[config.mk]
export PLATFORM = sky130hd
export DESIGN_NAME = task_priority_queue_flat
export DESIGN_NICKNAME = d
export VERILOG_FILES = /design/src/hw/rtl/tpq_pkg.sv /design/src/hw/rtl/tpq_if.sv /design/src/hw/rtl/tpq_cell.sv /design/src/hw/rtl/tpq_chain.sv /design/src/hw/rtl/tpq_acct.sv /design/src/hw/rtl/task_priority_queue.sv /design/src/flat_wrapper.sv
export VERILOG_INCLUDE_DIRS = /design/src /design/src/hw/rtl
export SDC_FILE = /design/constraint.sdc
export NUM_CORES = 2
export LEC_CHECK = 0
export ABC_CLOCK_PERIOD_IN_PS = 8000
export CAP_MARGIN = 20
export CORE_MARGIN = 1
export CORE_UTILIZATION = 45
export DETAILED_ROUTE_END_ITERATION = 8
export DONT_BUFFER_PORTS = 1
export GPL_TIMING_DRIVEN = 0
export SLEW_MARGIN = 20
export SYNTH_ARGS = -nofsm -noshare
export SYNTH_HDL_FRONTEND = slang
export SYNTH_HIERARCHICAL = 1
export SYNTH_SLANG_ARGS = --single-unit
[constraint.sdc]
create_clock -name clock -period 8 [get_ports clock]
set_input_delay 1.6 -clock clock [delete_from_list [all_inputs] [get_ports clock]]
set_output_delay 1.6 -clock clock [all_outputs]
set_load 0.03 [all_outputs]
[src/hw/rtl/task_priority_queue_assert.svh]
// ----------------------------------------------------------------------------
// Task priority queue assertion macros
// Shared concurrent assertion forms for the task priority queue RTL.
// ----------------------------------------------------------------------------
`ifndef TASK_PRIORITY_QUEUE_ASSERT_SVH
`define TASK_PRIORITY_QUEUE_ASSERT_SVH

`ifndef SYNTH

// The consequent must hold in the same cycle as the antecedent.
`define TPQ_ASSERT_SAME(label, clk, rst, ante, cons) \
   label: assert property (@(posedge clk) disable iff (rst) (ante) |-> (cons)) \
      else $error("task priority queue check failed");

// The consequent must hold in the cycle after the antecedent.
`define TPQ_ASSERT_NEXT(label, clk, rst, ante, cons) \
   label: assert property (@(posedge clk) disable iff (rst) (ante) |=> (cons)) \
      else $error("task priority queue check failed");

`else

`define TPQ_ASSERT_SAME(label, clk, rst, ante, cons)
`define TPQ_ASSERT_NEXT(label, clk, rst, ante, cons)

`endif

`endif

[src/hw/rtl/tpq_pkg.sv]
// ----------------------------------------------------------------------------
// Task priority queue package
// Sizes, codes and shared types of the task priority queue.
// ----------------------------------------------------------------------------
package tpq_pkg;

   localparam int TPQ_DEPTH     = 16;
   localparam int ID_W          = 8;
   localparam int PRI_W         = 4;
   localparam int BURST_W       = 16;
   localparam int TIME_W        = 32;
   localparam int SUM_W         = 40;
   localparam int COUNT_W       = 16;

   typedef enum logic {
      KIND_ADD = 1'b0,
      KIND_RUN = 1'b1
   } kind_type;

   typedef struct packed {
      logic [ID_W-1:0]    id;
      logic [PRI_W-1:0]   pri;
      logic [BURST_W-1:0] burst;
   } task_type;

   typedef struct packed {
      logic empty;
      logic full;
      logic second_valid;
      logic near_full;
   } q_status_type;

   typedef struct packed {
      logic     run_hit;
      task_type head;
      logic     rejected;
      logic     empty_after;
      logic     full_after;
   } acct_item_type;

   typedef struct packed {
      logic               task_valid;
      task_type           run_task;
      logic [TIME_W-1:0]  start_time;
      logic [TIME_W-1:0]  finish_time;
      logic [SUM_W-1:0]   completion_sum;
      logic [SUM_W-1:0]   wait_sum;
      logic [COUNT_W-1:0] tasks_run;
      logic               add_rejected;
      logic               queue_empty;
      logic               queue_full;
   } result_type;

endpackage

[src/hw/rtl/tpq_if.sv]
// ----------------------------------------------------------------------------
// Task priority queue channel interfaces
// Valid/ready channels for request items and result items.
// ----------------------------------------------------------------------------
interface tpq_req_if import tpq_pkg::*; ();
   logic               valid;
   logic               ready;
   logic               kind;
   logic [ID_W-1:0]    task_id;
   logic [PRI_W-1:0]   task_priority;
   logic [BURST_W-1:0] task_burst;

   modport source (output valid, kind, task_id, task_priority, task_burst, input ready);
   modport sink   (input valid, kind, task_id, task_priority, task_burst, output ready);
endinterface

interface tpq_rsp_if import tpq_pkg::*; ();
   logic               valid;
   logic               ready;
   logic               task_valid;
   logic [ID_W-1:0]    out_id;
   logic [PRI_W-1:0]   out_priority;
   logic [BURST_W-1:0] out_burst;
   logic [TIME_W-1:0]  start_time;
   logic [TIME_W-1:0]  finish_time;
   logic [SUM_W-1:0]   completion_sum;
   logic [SUM_W-1:0]   wait_sum;
   logic [COUNT_W-1:0] tasks_run;
   logic               add_rejected;
   logic               queue_empty;
   logic               queue_full;

   modport source (output valid, task_valid, out_id, out_priority, out_burst, start_time,
                   finish_time, completion_sum, wait_sum, tasks_run, add_rejected,
                   queue_empty, queue_full, input ready);
   modport sink   (input valid, task_valid, out_id, out_priority, out_burst, start_time,
                   finish_time, completion_sum, wait_sum, tasks_run, add_rejected,
                   queue_empty, queue_full, output ready);
endinterface

[src/hw/rtl/tpq_cell.sv]
// ----------------------------------------------------------------------------
// Task priority queue cell
// One slot of the sorted queue; holds, takes a new task, or shifts.
// ----------------------------------------------------------------------------
module tpq_cell import tpq_pkg::*; (
   input  logic     clock,
   input  logic     reset,
   input  logic     add_en,
   input  logic     run_en,
   input  task_type new_task,
   input  task_type left_task,
   input  logic     left_valid,
   input  logic     left_keep,
   input  task_type right_task,
   input  logic     right_valid,
   output task_type cell_task,
   output logic     cell_valid,
   output logic     keep
);

   task_type task_ff, task_in;
   logic     valid_ff, valid_in;

   // A cell keeps its task when it already ranks at or above the new one.
   assign keep       = valid_ff && (task_ff.pri >= new_task.pri);
   assign cell_task  = task_ff;
   assign cell_valid = valid_ff;

   always_comb begin
      valid_in = valid_ff;
      task_in  = task_ff;
      if (add_en) begin
         if (!keep) begin
            valid_in = left_valid;
            task_in  = left_keep ? new_task : left_task;
         end
      end else if (run_en) begin
         valid_in = right_valid;
         task_in  = right_task;
      end
   end

   always_ff @(posedge clock) begin
      if (reset) begin
         valid_ff <= 1'b0;
      end else begin
         valid_ff <= valid_in;
      end
   end

   always_ff @(posedge clock) begin
      task_ff <= task_in;
   end

endmodule

[src/hw/rtl/tpq_chain.sv]
// ----------------------------------------------------------------------------
// Task priority queue cell chain
// A row of cells kept sorted by priority, head at the first cell.
// ----------------------------------------------------------------------------
module tpq_chain import tpq_pkg::*; (
   input  logic         clock,
   input  logic         reset,
   input  logic         add_en,
   input  logic         run_en,
   input  task_type     new_task,
   output task_type     head_task,
   output q_status_type status
);

   task_type cell_task [TPQ_DEPTH];
   logic     cell_valid [TPQ_DEPTH];
   logic     cell_keep [TPQ_DEPTH];

   for (genvar i = 0; i < TPQ_DEPTH; i++) begin : g_cell
      task_type left_task, right_task;
      logic     left_valid, left_keep, right_valid;

      if (i == 0) begin : g_first
         assign left_task  = new_task;
         assign left_valid = 1'b1;
         assign left_keep  = 1'b1;
      end else begin : g_inner_left
         assign left_task  = cell_task[i-1];
         assign left_valid = cell_valid[i-1];
         assign left_keep  = cell_keep[i-1];
      end

      if (i == TPQ_DEPTH - 1) begin : g_last
         assign right_task  = cell_task[i];
         assign right_valid = 1'b0;
      end else begin : g_inner_right
         assign right_task  = cell_task[i+1];
         assign right_valid = cell_valid[i+1];
      end

      tpq_cell u_cell (
         .clock       (clock),
         .reset       (reset),
         .add_en      (add_en),
         .run_en      (run_en),
         .new_task    (new_task),
         .left_task   (left_task),
         .left_valid  (left_valid),
         .left_keep   (left_keep),
         .right_task  (right_task),
         .right_valid (right_valid),
         .cell_task   (cell_task[i]),
         .cell_valid  (cell_valid[i]),
         .keep        (cell_keep[i])
      );
   end

   assign head_task           = cell_task[0];
   assign status.empty        = !cell_valid[0];
   assign status.full         = cell_valid[TPQ_DEPTH-1];
   assign status.second_valid = cell_valid[1];
   assign status.near_full    = cell_valid[TPQ_DEPTH-2];

endmodule

[src/hw/rtl/tpq_acct.sv]
// ----------------------------------------------------------------------------
// Task priority queue accountant
// Tracks elapsed time and saturating totals, and holds the result register.
// ----------------------------------------------------------------------------
module tpq_acct import tpq_pkg::*; (
   input  logic          clock,
   input  logic          reset,
   input  logic          in_take,
   input  acct_item_type in_item,
   output logic          in_ready,
   input  logic          out_ready,
   output logic          out_valid,
   output result_type    out_result
);

   typedef struct packed {
      logic              run_hit;
      task_type          run_task;
      logic [TIME_W-1:0] start_time;
      logic [TIME_W-1:0] finish_time;
      logic              rejected;
      logic              empty_after;
      logic              full_after;
   } stage_type;

   logic               a_valid_ff, a_valid_in;
   stage_type          a_ff, a_in;
   logic               b_valid_ff, b_valid_in;
   result_type         b_ff, b_in;
   logic [TIME_W-1:0]  elapsed_ff, elapsed_in;
   logic [SUM_W-1:0]   comp_total_ff, comp_total_in;
   logic [SUM_W-1:0]   wait_total_ff, wait_total_in;
   logic [COUNT_W-1:0] run_count_ff, run_count_in;
   logic [TIME_W:0]    finish_wide;
   logic [TIME_W-1:0]  finish_sat;
   logic [SUM_W:0]     comp_wide, wait_wide;
   logic               b_adv;

   assign b_adv     = a_valid_ff && (!b_valid_ff || out_ready);
   assign in_ready  = !a_valid_ff || b_adv;
   assign out_valid = b_valid_ff;
   assign out_result = b_ff;

   assign finish_wide = {1'b0, elapsed_ff} + {{(TIME_W + 1 - BURST_W){1'b0}}, in_item.head.burst};
   assign finish_sat  = finish_wide[TIME_W] ? {TIME_W{1'b1}} : finish_wide[TIME_W-1:0];

   assign comp_wide = {1'b0, comp_total_ff} + {{(SUM_W + 1 - TIME_W){1'b0}}, a_ff.finish_time};
   assign wait_wide = {1'b0, wait_total_ff} + {{(SUM_W + 1 - TIME_W){1'b0}}, a_ff.start_time};

   always_comb begin
      a_valid_in = a_valid_ff;
      a_in       = a_ff;
      elapsed_in = elapsed_ff;
      if (b_adv) begin
         a_valid_in = 1'b0;
      end
      if (in_take) begin
         a_valid_in       = 1'b1;
         a_in.run_hit     = in_item.run_hit;
         a_in.rejected    = in_item.rejected;
         a_in.empty_after = in_item.empty_after;
         a_in.full_after  = in_item.full_after;
         if (in_item.run_hit) begin
            a_in.run_task    = in_item.head;
            a_in.start_time  = elapsed_ff;
            a_in.finish_time = finish_sat;
            elapsed_in       = finish_sat;
         end else begin
            a_in.run_task    = '0;
            a_in.start_time  = '0;
            a_in.finish_time = '0;
         end
      end
   end

   always_comb begin
      b_valid_in    = b_valid_ff;
      b_in          = b_ff;
      comp_total_in = comp_total_ff;
      wait_total_in = wait_total_ff;
      run_count_in  = run_count_ff;
      if (b_valid_ff && out_ready) begin
         b_valid_in = 1'b0;
      end
      if (b_adv) begin
         if (a_ff.run_hit) begin
            comp_total_in = comp_wide[SUM_W] ? {SUM_W{1'b1}} : comp_wide[SUM_W-1:0];
            wait_total_in = wait_wide[SUM_W] ? {SUM_W{1'b1}} : wait_wide[SUM_W-1:0];
            run_count_in  = (&run_count_ff) ? run_count_ff : run_count_ff + COUNT_W'(1);
         end
         b_valid_in          = 1'b1;
         b_in.task_valid     = a_ff.run_hit;
         b_in.run_task       = a_ff.run_task;
         b_in.start_time     = a_ff.start_time;
         b_in.finish_time    = a_ff.finish_time;
         b_in.completion_sum = comp_total_in;
         b_in.wait_sum       = wait_total_in;
         b_in.tasks_run      = run_count_in;
         b_in.add_rejected   = a_ff.rejected;
         b_in.queue_empty    = a_ff.empty_after;
         b_in.queue_full     = a_ff.full_after;
      end
   end

   always_ff @(posedge clock) begin
      if (reset) begin
         a_valid_ff    <= 1'b0;
         b_valid_ff    <= 1'b0;
         elapsed_ff    <= '0;
         comp_total_ff <= '0;
         wait_total_ff <= '0;
         run_count_ff  <= '0;
      end else begin
         a_valid_ff    <= a_valid_in;
         b_valid_ff    <= b_valid_in;
         elapsed_ff    <= elapsed_in;
         comp_total_ff <= comp_total_in;
         wait_total_ff <= wait_total_in;
         run_count_ff  <= run_count_in;
      end
   end

   always_ff @(posedge clock) begin
      a_ff <= a_in;
      b_ff <= b_in;
   end

endmodule

[src/hw/rtl/task_priority_queue.sv]
// ----------------------------------------------------------------------------
// Task priority queue
// Stable sorted queue of tasks in a chain of cells, with a run-time
// accountant that reports start, finish and saturating running totals.
//
//   Channel   Direction  Transfer carries
//   req_chan  in         kind, task_id, task_priority, task_burst
//   rsp_chan  out        one result per request, in request order
//
// A request is taken every cycle while the result side keeps up; the queue
// cells update in the cycle of the transfer and the result then passes through
// the timing stage and the result register.
// Reset empties the queue and clears all totals.
// A stalled result holds the two pipeline stages, and then the request side.
// ----------------------------------------------------------------------------
`include "task_priority_queue_assert.svh"

module task_priority_queue import tpq_pkg::*; (
   input logic        clock,
   input logic        reset,
   tpq_req_if.sink    req_chan,
   tpq_rsp_if.source  rsp_chan
);

   logic          req_accept;
   logic          is_run;
   logic          add_en;
   logic          run_en;
   task_type      new_task;
   task_type      head_task;
   q_status_type  q_status;
   acct_item_type item;
   result_type    result;
   logic          acct_ready;

   assign req_chan.ready = acct_ready;
   assign req_accept     = req_chan.valid && acct_ready;
   assign is_run         = (kind_type'(req_chan.kind) == KIND_RUN);
   assign add_en         = req_accept && !is_run && !q_status.full;
   assign run_en         = req_accept && is_run && !q_status.empty;

   assign new_task.id    = req_chan.task_id;
   assign new_task.pri   = req_chan.task_priority;
   assign new_task.burst = req_chan.task_burst;

   tpq_chain u_chain (
      .clock     (clock),
      .reset     (reset),
      .add_en    (add_en),
      .run_en    (run_en),
      .new_task  (new_task),
      .head_task (head_task),
      .status    (q_status)
   );

   assign item.run_hit     = is_run && !q_status.empty;
   assign item.head        = head_task;
   assign item.rejected    = !is_run && q_status.full;
   assign item.empty_after = is_run ? (q_status.empty || !q_status.second_valid) : 1'b0;
   assign item.full_after  = is_run ? 1'b0 : (q_status.full || q_status.near_full);

   tpq_acct u_acct (
      .clock      (clock),
      .reset      (reset),
      .in_take    (req_accept),
      .in_item    (item),
      .in_ready   (acct_ready),
      .out_ready  (rsp_chan.ready),
      .out_valid  (rsp_chan.valid),
      .out_result (result)
   );

   assign rsp_chan.task_valid     = result.task_valid;
   assign rsp_chan.out_id         = result.run_task.id;
   assign rsp_chan.out_priority   = result.run_task.pri;
   assign rsp_chan.out_burst      = result.run_task.burst;
   assign rsp_chan.start_time     = result.start_time;
   assign rsp_chan.finish_time    = result.finish_time;
   assign rsp_chan.completion_sum = result.completion_sum;
   assign rsp_chan.wait_sum       = result.wait_sum;
   assign rsp_chan.tasks_run      = result.tasks_run;
   assign rsp_chan.add_rejected   = result.add_rejected;
   assign rsp_chan.queue_empty    = result.queue_empty;
   assign rsp_chan.queue_full     = result.queue_full;

   `TPQ_ASSERT_SAME(a_full_not_empty, clock, reset, q_status.full, !q_status.empty)
   `TPQ_ASSERT_NEXT(a_reject_keeps_full, clock, reset, req_accept && item.rejected, q_status.full)
   `TPQ_ASSERT_NEXT(a_run_frees_slot, clock, reset, run_en, !q_status.full)

endmodule

[src/flat_wrapper.sv]
// flat-port wrapper written by rule: the top's interface ports become plain ports
module task_priority_queue_flat import tpq_pkg::*;
  (clock, reset, req_chan_valid, req_chan_kind, req_chan_task_id, req_chan_task_priority, req_chan_task_burst, req_chan_ready, rsp_chan_valid, rsp_chan_task_valid, rsp_chan_out_id, rsp_chan_out_priority, rsp_chan_out_burst, rsp_chan_start_time, rsp_chan_finish_time, rsp_chan_completion_sum, rsp_chan_wait_sum, rsp_chan_tasks_run, rsp_chan_add_rejected, rsp_chan_queue_empty, rsp_chan_queue_full, rsp_chan_ready);
  tpq_req_if req_chan_i ();
  tpq_rsp_if rsp_chan_i ();
  input logic clock;
  input logic reset;
  input wire logic [$bits(req_chan_i.valid)-1:0] req_chan_valid;
  input wire logic [$bits(req_chan_i.kind)-1:0] req_chan_kind;
  input wire logic [$bits(req_chan_i.task_id)-1:0] req_chan_task_id;
  input wire logic [$bits(req_chan_i.task_priority)-1:0] req_chan_task_priority;
  input wire logic [$bits(req_chan_i.task_burst)-1:0] req_chan_task_burst;
  output wire logic [$bits(req_chan_i.ready)-1:0] req_chan_ready;
  output wire logic [$bits(rsp_chan_i.valid)-1:0] rsp_chan_valid;
  output wire logic [$bits(rsp_chan_i.task_valid)-1:0] rsp_chan_task_valid;
  output wire logic [$bits(rsp_chan_i.out_id)-1:0] rsp_chan_out_id;
  output wire logic [$bits(rsp_chan_i.out_priority)-1:0] rsp_chan_out_priority;
  output wire logic [$bits(rsp_chan_i.out_burst)-1:0] rsp_chan_out_burst;
  output wire logic [$bits(rsp_chan_i.start_time)-1:0] rsp_chan_start_time;
  output wire logic [$bits(rsp_chan_i.finish_time)-1:0] rsp_chan_finish_time;
  output wire logic [$bits(rsp_chan_i.completion_sum)-1:0] rsp_chan_completion_sum;
  output wire logic [$bits(rsp_chan_i.wait_sum)-1:0] rsp_chan_wait_sum;
  output wire logic [$bits(rsp_chan_i.tasks_run)-1:0] rsp_chan_tasks_run;
  output wire logic [$bits(rsp_chan_i.add_rejected)-1:0] rsp_chan_add_rejected;
  output wire logic [$bits(rsp_chan_i.queue_empty)-1:0] rsp_chan_queue_empty;
  output wire logic [$bits(rsp_chan_i.queue_full)-1:0] rsp_chan_queue_full;
  input wire logic [$bits(rsp_chan_i.ready)-1:0] rsp_chan_ready;
  assign req_chan_i.valid = req_chan_valid;
  assign req_chan_i.kind = req_chan_kind;
  assign req_chan_i.task_id = req_chan_task_id;
  assign req_chan_i.task_priority = req_chan_task_priority;
  assign req_chan_i.task_burst = req_chan_task_burst;
  assign req_chan_ready = req_chan_i.ready;
  assign rsp_chan_valid = rsp_chan_i.valid;
  assign rsp_chan_task_valid = rsp_chan_i.task_valid;
  assign rsp_chan_out_id = rsp_chan_i.out_id;
  assign rsp_chan_out_priority = rsp_chan_i.out_priority;
  assign rsp_chan_out_burst = rsp_chan_i.out_burst;
  assign rsp_chan_start_time = rsp_chan_i.start_time;
  assign rsp_chan_finish_time = rsp_chan_i.finish_time;
  assign rsp_chan_completion_sum = rsp_chan_i.completion_sum;
  assign rsp_chan_wait_sum = rsp_chan_i.wait_sum;
  assign rsp_chan_tasks_run = rsp_chan_i.tasks_run;
  assign rsp_chan_add_rejected = rsp_chan_i.add_rejected;
  assign rsp_chan_queue_empty = rsp_chan_i.queue_empty;
  assign rsp_chan_queue_full = rsp_chan_i.queue_full;
  assign rsp_chan_i.ready = rsp_chan_ready;
  task_priority_queue u_core (.clock(clock), .reset(reset), .req_chan(req_chan_i), .rsp_chan(rsp_chan_i));
endmodule
# Word-level counts from Yosys, hierarchy flattened
# Cells that the tools add are included.
[word_totals]
word_cells = 304
output_inout_bits = 194
register_bits = 882
inputBits = 33
[classes]
n_eq_ne = 16
n_lt_le_gt_ge = 16
n_mux = 119
n_reduce_logical = 57
n_bitwise = 1
add_sub_neg = 4
[ops]
columns = ["operator", "n"]
rows = [
  ["two-way mux 28 bit", 60],
  ["two-way mux 40 bit", 4],
  ["adder 40 x 32 -> 41 bit", 2],
  ["greater-or-equal comparator 4 bit", 16],
  ["two-way mux 1 bit", 52],
  ["AND reduction 2 bit", 18],
  ["adder 32 x 16 -> 33 bit", 1],
  ["two-way mux 16 bit", 2],
  ["two-way mux 32 bit", 1],
  ["inequality test 2 bit, second input constant", 16],
  ["logical AND 1 bit", 25],
  ["adder 16 x 1 -> 16 bit, second input constant", 1],
  ["AND reduction 16 bit", 1],
  ["zero test 1 bit", 6],
  ["nonzero test 2 bit", 3],
  ["logical OR 1 bit", 4],
  ["inverter 1 bit", 1],
]

# Logic depth before layout (Yosys ltp)
[depth]
word_depth = 9
mapped_depth = 15

# Hierarchy
# The synthesis kept the hierarchy.
[by_module_without_submodules]
columns = ["module", "n_inst", "area_each_um2", "cells_per_inst", "seq_area_each_um2"]
rows = [
  ["tpq_cell", 16, 1600.3, 142, 860.8],
  ["tpq_acct", 1, 19690.1, 1806, 11250.8],
  ["task_priority_queue", 1, 60.1, 10, 0.0],
  ["tpq_chain", 1, 33.8, 6, 0.0],
]

# Least setup slack after synthesis
# Ideal clock, no wire load.
[synth_timing]
kind = "input to register"
startpoint = "input port rsp_chan_ready"
endpoint = "register u_core.u_acct.run_count_ff[4]"
cell_stages = 7
t_required_ns = 7.935
setup_ns = 0.065
arrival_ns = 8.055
path_buffers = 1
path_slack_ns = -0.120
cell_sequence = "nor2b_1 > nand2b_1 > inv_1 > buf_1 > nand2_1 > xor2_1 > nor2_1"
[synth_between]
elab_chain_len = 2
[synth_lines]
columns = ["element", "line", "rtl"]
rows = [
  ["start, declared", "flat_wrapper.sv:27", "input wire logic [$bits(rsp_chan_i.ready)-1:0] rsp_chan_ready;"],
  ["logical OR 1 bit", "tpq_acct.sv:39", "assign b_adv = a_valid_ff && (!b_valid_ff || out_ready);"],
  ["logical AND 1 bit", "tpq_acct.sv:39", ""],
  ["via u_core.u_acct.b_adv", "tpq_acct.sv:37", "logic b_adv;"],
  ["end signal, assigned", "tpq_acct.sv:119", "run_count_ff <= run_count_in;"],
  ["end, declared", "tpq_acct.sv:33", "logic [COUNT_W-1:0] run_count_ff, run_count_in;"],
]
# The timed path passes the listed nets, and every way through them passes these cells.
# A chain may end at the register's enable or synchronous reset.

# Worst setup path in the final report
[layout_timing]
startpoint = "register u_core/u_acct/a_ff[3] in the netlist's numbering"
endpoint = "register u_core.u_acct.b_ff, in the netlist u_core/u_acct/out_result[89], data pin"
[layout_between]
elab_chain_len = 3
[layout_lines]
columns = ["element", "line", "rtl"]
rows = [
  ["start, declared", "tpq_acct.sv:27", "stage_type a_ff, a_in;"],
  ["start signal, assigned", "tpq_acct.sv:124", "a_ff <= a_in;"],
  ["adder 40 x 32 -> 41 bit", "tpq_acct.sv:47", "assign comp_wide = {1'b0, comp_total_ff} + {{(SUM_W + 1 - TIME_W){1'b0}}, a_ff.finish_time};"],
  ["two-way mux 40 bit", "tpq_acct.sv:87", "comp_total_in = comp_wide[SUM_W] ? {SUM_W{1'b1}} : comp_wide[SUM_W-1:0];"],
  ["two-way mux 40 bit", "tpq_acct.sv:86", "if (a_ff.run_hit) begin"],
  ["end signal, assigned", "tpq_acct.sv:125", "b_ff <= b_in;"],
  ["end, declared", "tpq_acct.sv:29", "result_type b_ff, b_in;"],
]
# No other way between the ends.

==> results.md <==
* RSZ-0062 raised after global routing: no
* Worst-path cell chain: ha_1 -> fa_1 -> a211oi_1 -> o21ai_1 -> a211oi_1 -> o21ai_1 -> a21oi_1 -> o21ai_1 -> nand3_1 -> clkbuf_1 -> a31oi_1
* Synth top area share at 0.487
* Post_cts resized at 0
* Pwr/cell area at roughly 220 nW/um^2
* Initial antenna violation count at 1
* Die Width at between 300 and 400 um
* Number of H-tree levels at 3
* Die Height at approximately 320 um
* Crit-path max cell delay at 580 ps
* Maximum vdd drop at 0.167 mV
* Post-synth EDFFs at about 740
* P_leak at between 15 and 20 nW
* Min cycle time layout at 4580 ps
* Synth Instances at roughly 4100
* Max-Cap Viols at 0
* Endpoints failing hold at 0
* Sequential share of the synthesized area at 0.551
* Met2 wire len at between 50000 and 60000 um
* Worst-skew pair later-pin latency at 680 ps
* Routed len/inst at 20.2 um
* Bufs on Longest Clock Path at 3
* Vias per cell at roughly 5.4
* Predominant post-synthesis flop cell: edfxtp_1
* Fin Hold WS at around 420 ps
* Total Wirelength at around 110000 um
* Worst-path clk slew at about 60 ps
* CTS tree: done
* Layout cells sized above 1 at 0.0770
* Metal-1 WL at between 40000 and 50000 um
* Final total power at approximately 11 mW
* R2R cell count at 11
* Placed insts at about 5400
* Grt total ovfl at 0
* Hold Buf Count CTS at 0
* Initial core utilization at 0.454
* Register share of total power at 0.495
* WP depth at 11
* CP Max Fanout at 10
* DR iter-0 viols at between 2000 and 2500
* Crit path kind: flop to flop
* Worst path most repeated cell: o21ai_1
* Setup_tns at 0 ps
* Critical Path Start Type: flop
* Area leader, netlist: edfxtp_1
* Layout area overhead at 12.1%
* I/O Buffers at 0
* Synthesis-stage register bit count at a little under 900
* Setup bufs post-CTS at 0
* Drt first pass iters at 6
* Slew @ Worst Pin at between 1000 and 1500 ps
* Die area at approximately 100000 um^2
* Final setup viols at 0
* Netlist Area Pre-Place at roughly 45000 um^2
* Synth cell types at 72
* Final ANT Viol Nets at 0
* Synth top cells by count: 736 x edfxtp_1, 714 x nor2_1, 616 x a21oi_1
* CP max-delay cell: clkbuf_1
* Total number of vias at 30300
* FP Rows at around 120
* Setup Skew at roughly 23 ps
* CTS root buf: clkbuf_16
* Flop2flop setup slack at ~3400 ps
* Async SR Flop Fraction at 0
* DP Worst Slack at 3160 ps
* CP arrival at 4920 ps
* Clk sinks at 882
* Met3 WL at 4680 um
* Comb pwr share at 0.112
* Clock Power Share at 0.392
* Final core occ at 0.509
* Largest net degree at the start of global routing at 105
* Worst Hold Depth at 0
* Top Family by Delay on Critical Path: compound AO/OA/AOI/OAI gates
* DRC at 0
* Core ar. at approximately 100000 um^2
* Net Sw Frac at 0.254
* Min-Delay Path Class: flop to flop
* Top post-synthesis cells by area: edfxtp_1 49%, mux2i_1 10%, a21oi_1 6.8%, dfxtp_1 6.4%, nor2_1 5.9%
* Mapped Avg Cell Area at about 11 um^2
* Crit. End Element: flop
* Fin crit share at 0.573
* Gpl congestion at roughly 0.9
* Final worst slack at around 3400 ps
* Crit path buf inv count at 1
* Status: complete, no violations
* DP Area at 47700 um^2
* # nets final at between 4000 and 5000
* IO Pins at ~230
* Top Layer Used: met4
* Fin cells at ~5600
* CTS Buf Count at 97
* Int Pwr at between 8 and 9 mW
* Number of global-route vias before repair at around 30000
* Worst Path Required at between 8000 and 9000 ps
* Fmax at approximately 220 MHz
* Max transition margin at 0.299
* Most frequent cell after synthesis: edfxtp_1
* Final Instance Area at ~51000 um^2
* Gr usage total at 0.218
* Ys Warns at 6
* Psw at between 2 and 3 mW
* First-pass GRT wire length at ~180000 um
* HPWL after detailed placement at slightly below 90000 um
* Slew Limit Fails at 0
==> state kept, by name, indices dropped and copies added, names as in the netlist, 16 cells and up <==
name	cells
u_core/u_chain/g_cell.u_cell/cell_task	448
u_core/u_acct/wait_total_ff	40
u_core/u_acct/comp_total_ff	40
u_core/u_acct/a_ff	96
u_core/u_acct/elapsed_ff	32
u_core/u_acct/out_result	192
u_core/u_chain/g_cell.u_cell/cell_valid	16
u_core/u_acct/run_count_ff	16
==> routing by layer <==
| metal | track usage | up-vias |
|---|---|---|
| met4 | 0.0663 | 0 |
| met3 | 0.0284 | 156 |
| met2 | 0.390 | 707 |
| met1 | 0.273 | 14200 |
| li1 | - | 15200 |
| met5 | 0 | - |
==> worst paths after layout <==
kind | startpoint | to
min reg2reg | u_core/u_acct/a_ff[86]$_SDFFCE_PN0P_ | u_core/u_acct/out_result[182]$_DFFE_PP_
max reg2reg | u_core/u_acct/a_ff[3]$_SDFFCE_PN0P_ | u_core/u_acct/out_result[89]$_DFFE_PP_
min | u_core/u_acct/a_ff[86]$_SDFFCE_PN0P_ | u_core/u_acct/out_result[182]$_DFFE_PP_
max | u_core/u_acct/a_ff[3]$_SDFFCE_PN0P_ | u_core/u_acct/out_result[89]$_DFFE_PP_
==> logic make-up after synthesis <==
group,share of synthesized area
muxes,0.104
xor gates and xnor gates,0.0203
buffers and inverters,0.0353
and+or+nand+nor,0.116
AOI/OAI and AO/OA,0.133
other,0.000165
DFF,0.551
adders and majority gates,0.0413
==> placed cells by master, fill, tap and decap left out, types with 18 or more instances in the layout <==
master,n
clkbuf_1,173
o21ai_0,56
dfxtp_1,146
and2_1,71
nand2_1,95
mux2i_1,466
o31a_1,20
a21oi_1,600
xnor2_1,55
a31oi_1,25
buf_4,52
nor3_1,118
xor2_1,50
o22a_1,36
a311oi_1,20
a21o_1,48
inv_1,106
nand3_1,43
nor2_1,714
ha_1,145
and3_1,22
edfxtp_1,736
buf_2,43
buf_16,18
clkbuf_16,100
a211oi_1,39
==> power groups by stage <==
stage,Combinational [mW],Sequential [mW],Clock (mW)
3_5_place_dp,1.27,5.70,0
3_3_place_gp,1.18,5.72,0
5_1_grt,1.40,5.63,4.72
4_1_cts,1.27,5.60,4.55
2_1_floorplan,0.920,5.65,0
6_report,1.27,5.60,4.43
==> cell type report <==
class | instances | area (um^2)
inverters | 107 | 407
fillers | 8984 | 49100
plain buffers | 255 | 1210
repair buffers | 20 | 523
multi-input cells | 2851 | 19000
well taps | 1298 | 1620
clock buffers | 132 | 2640
clock inverters | 49 | 485
diodes | 1 | 2.50
flip-flops and latches | 882 | 25000
(Power assumes the default switching activity.)
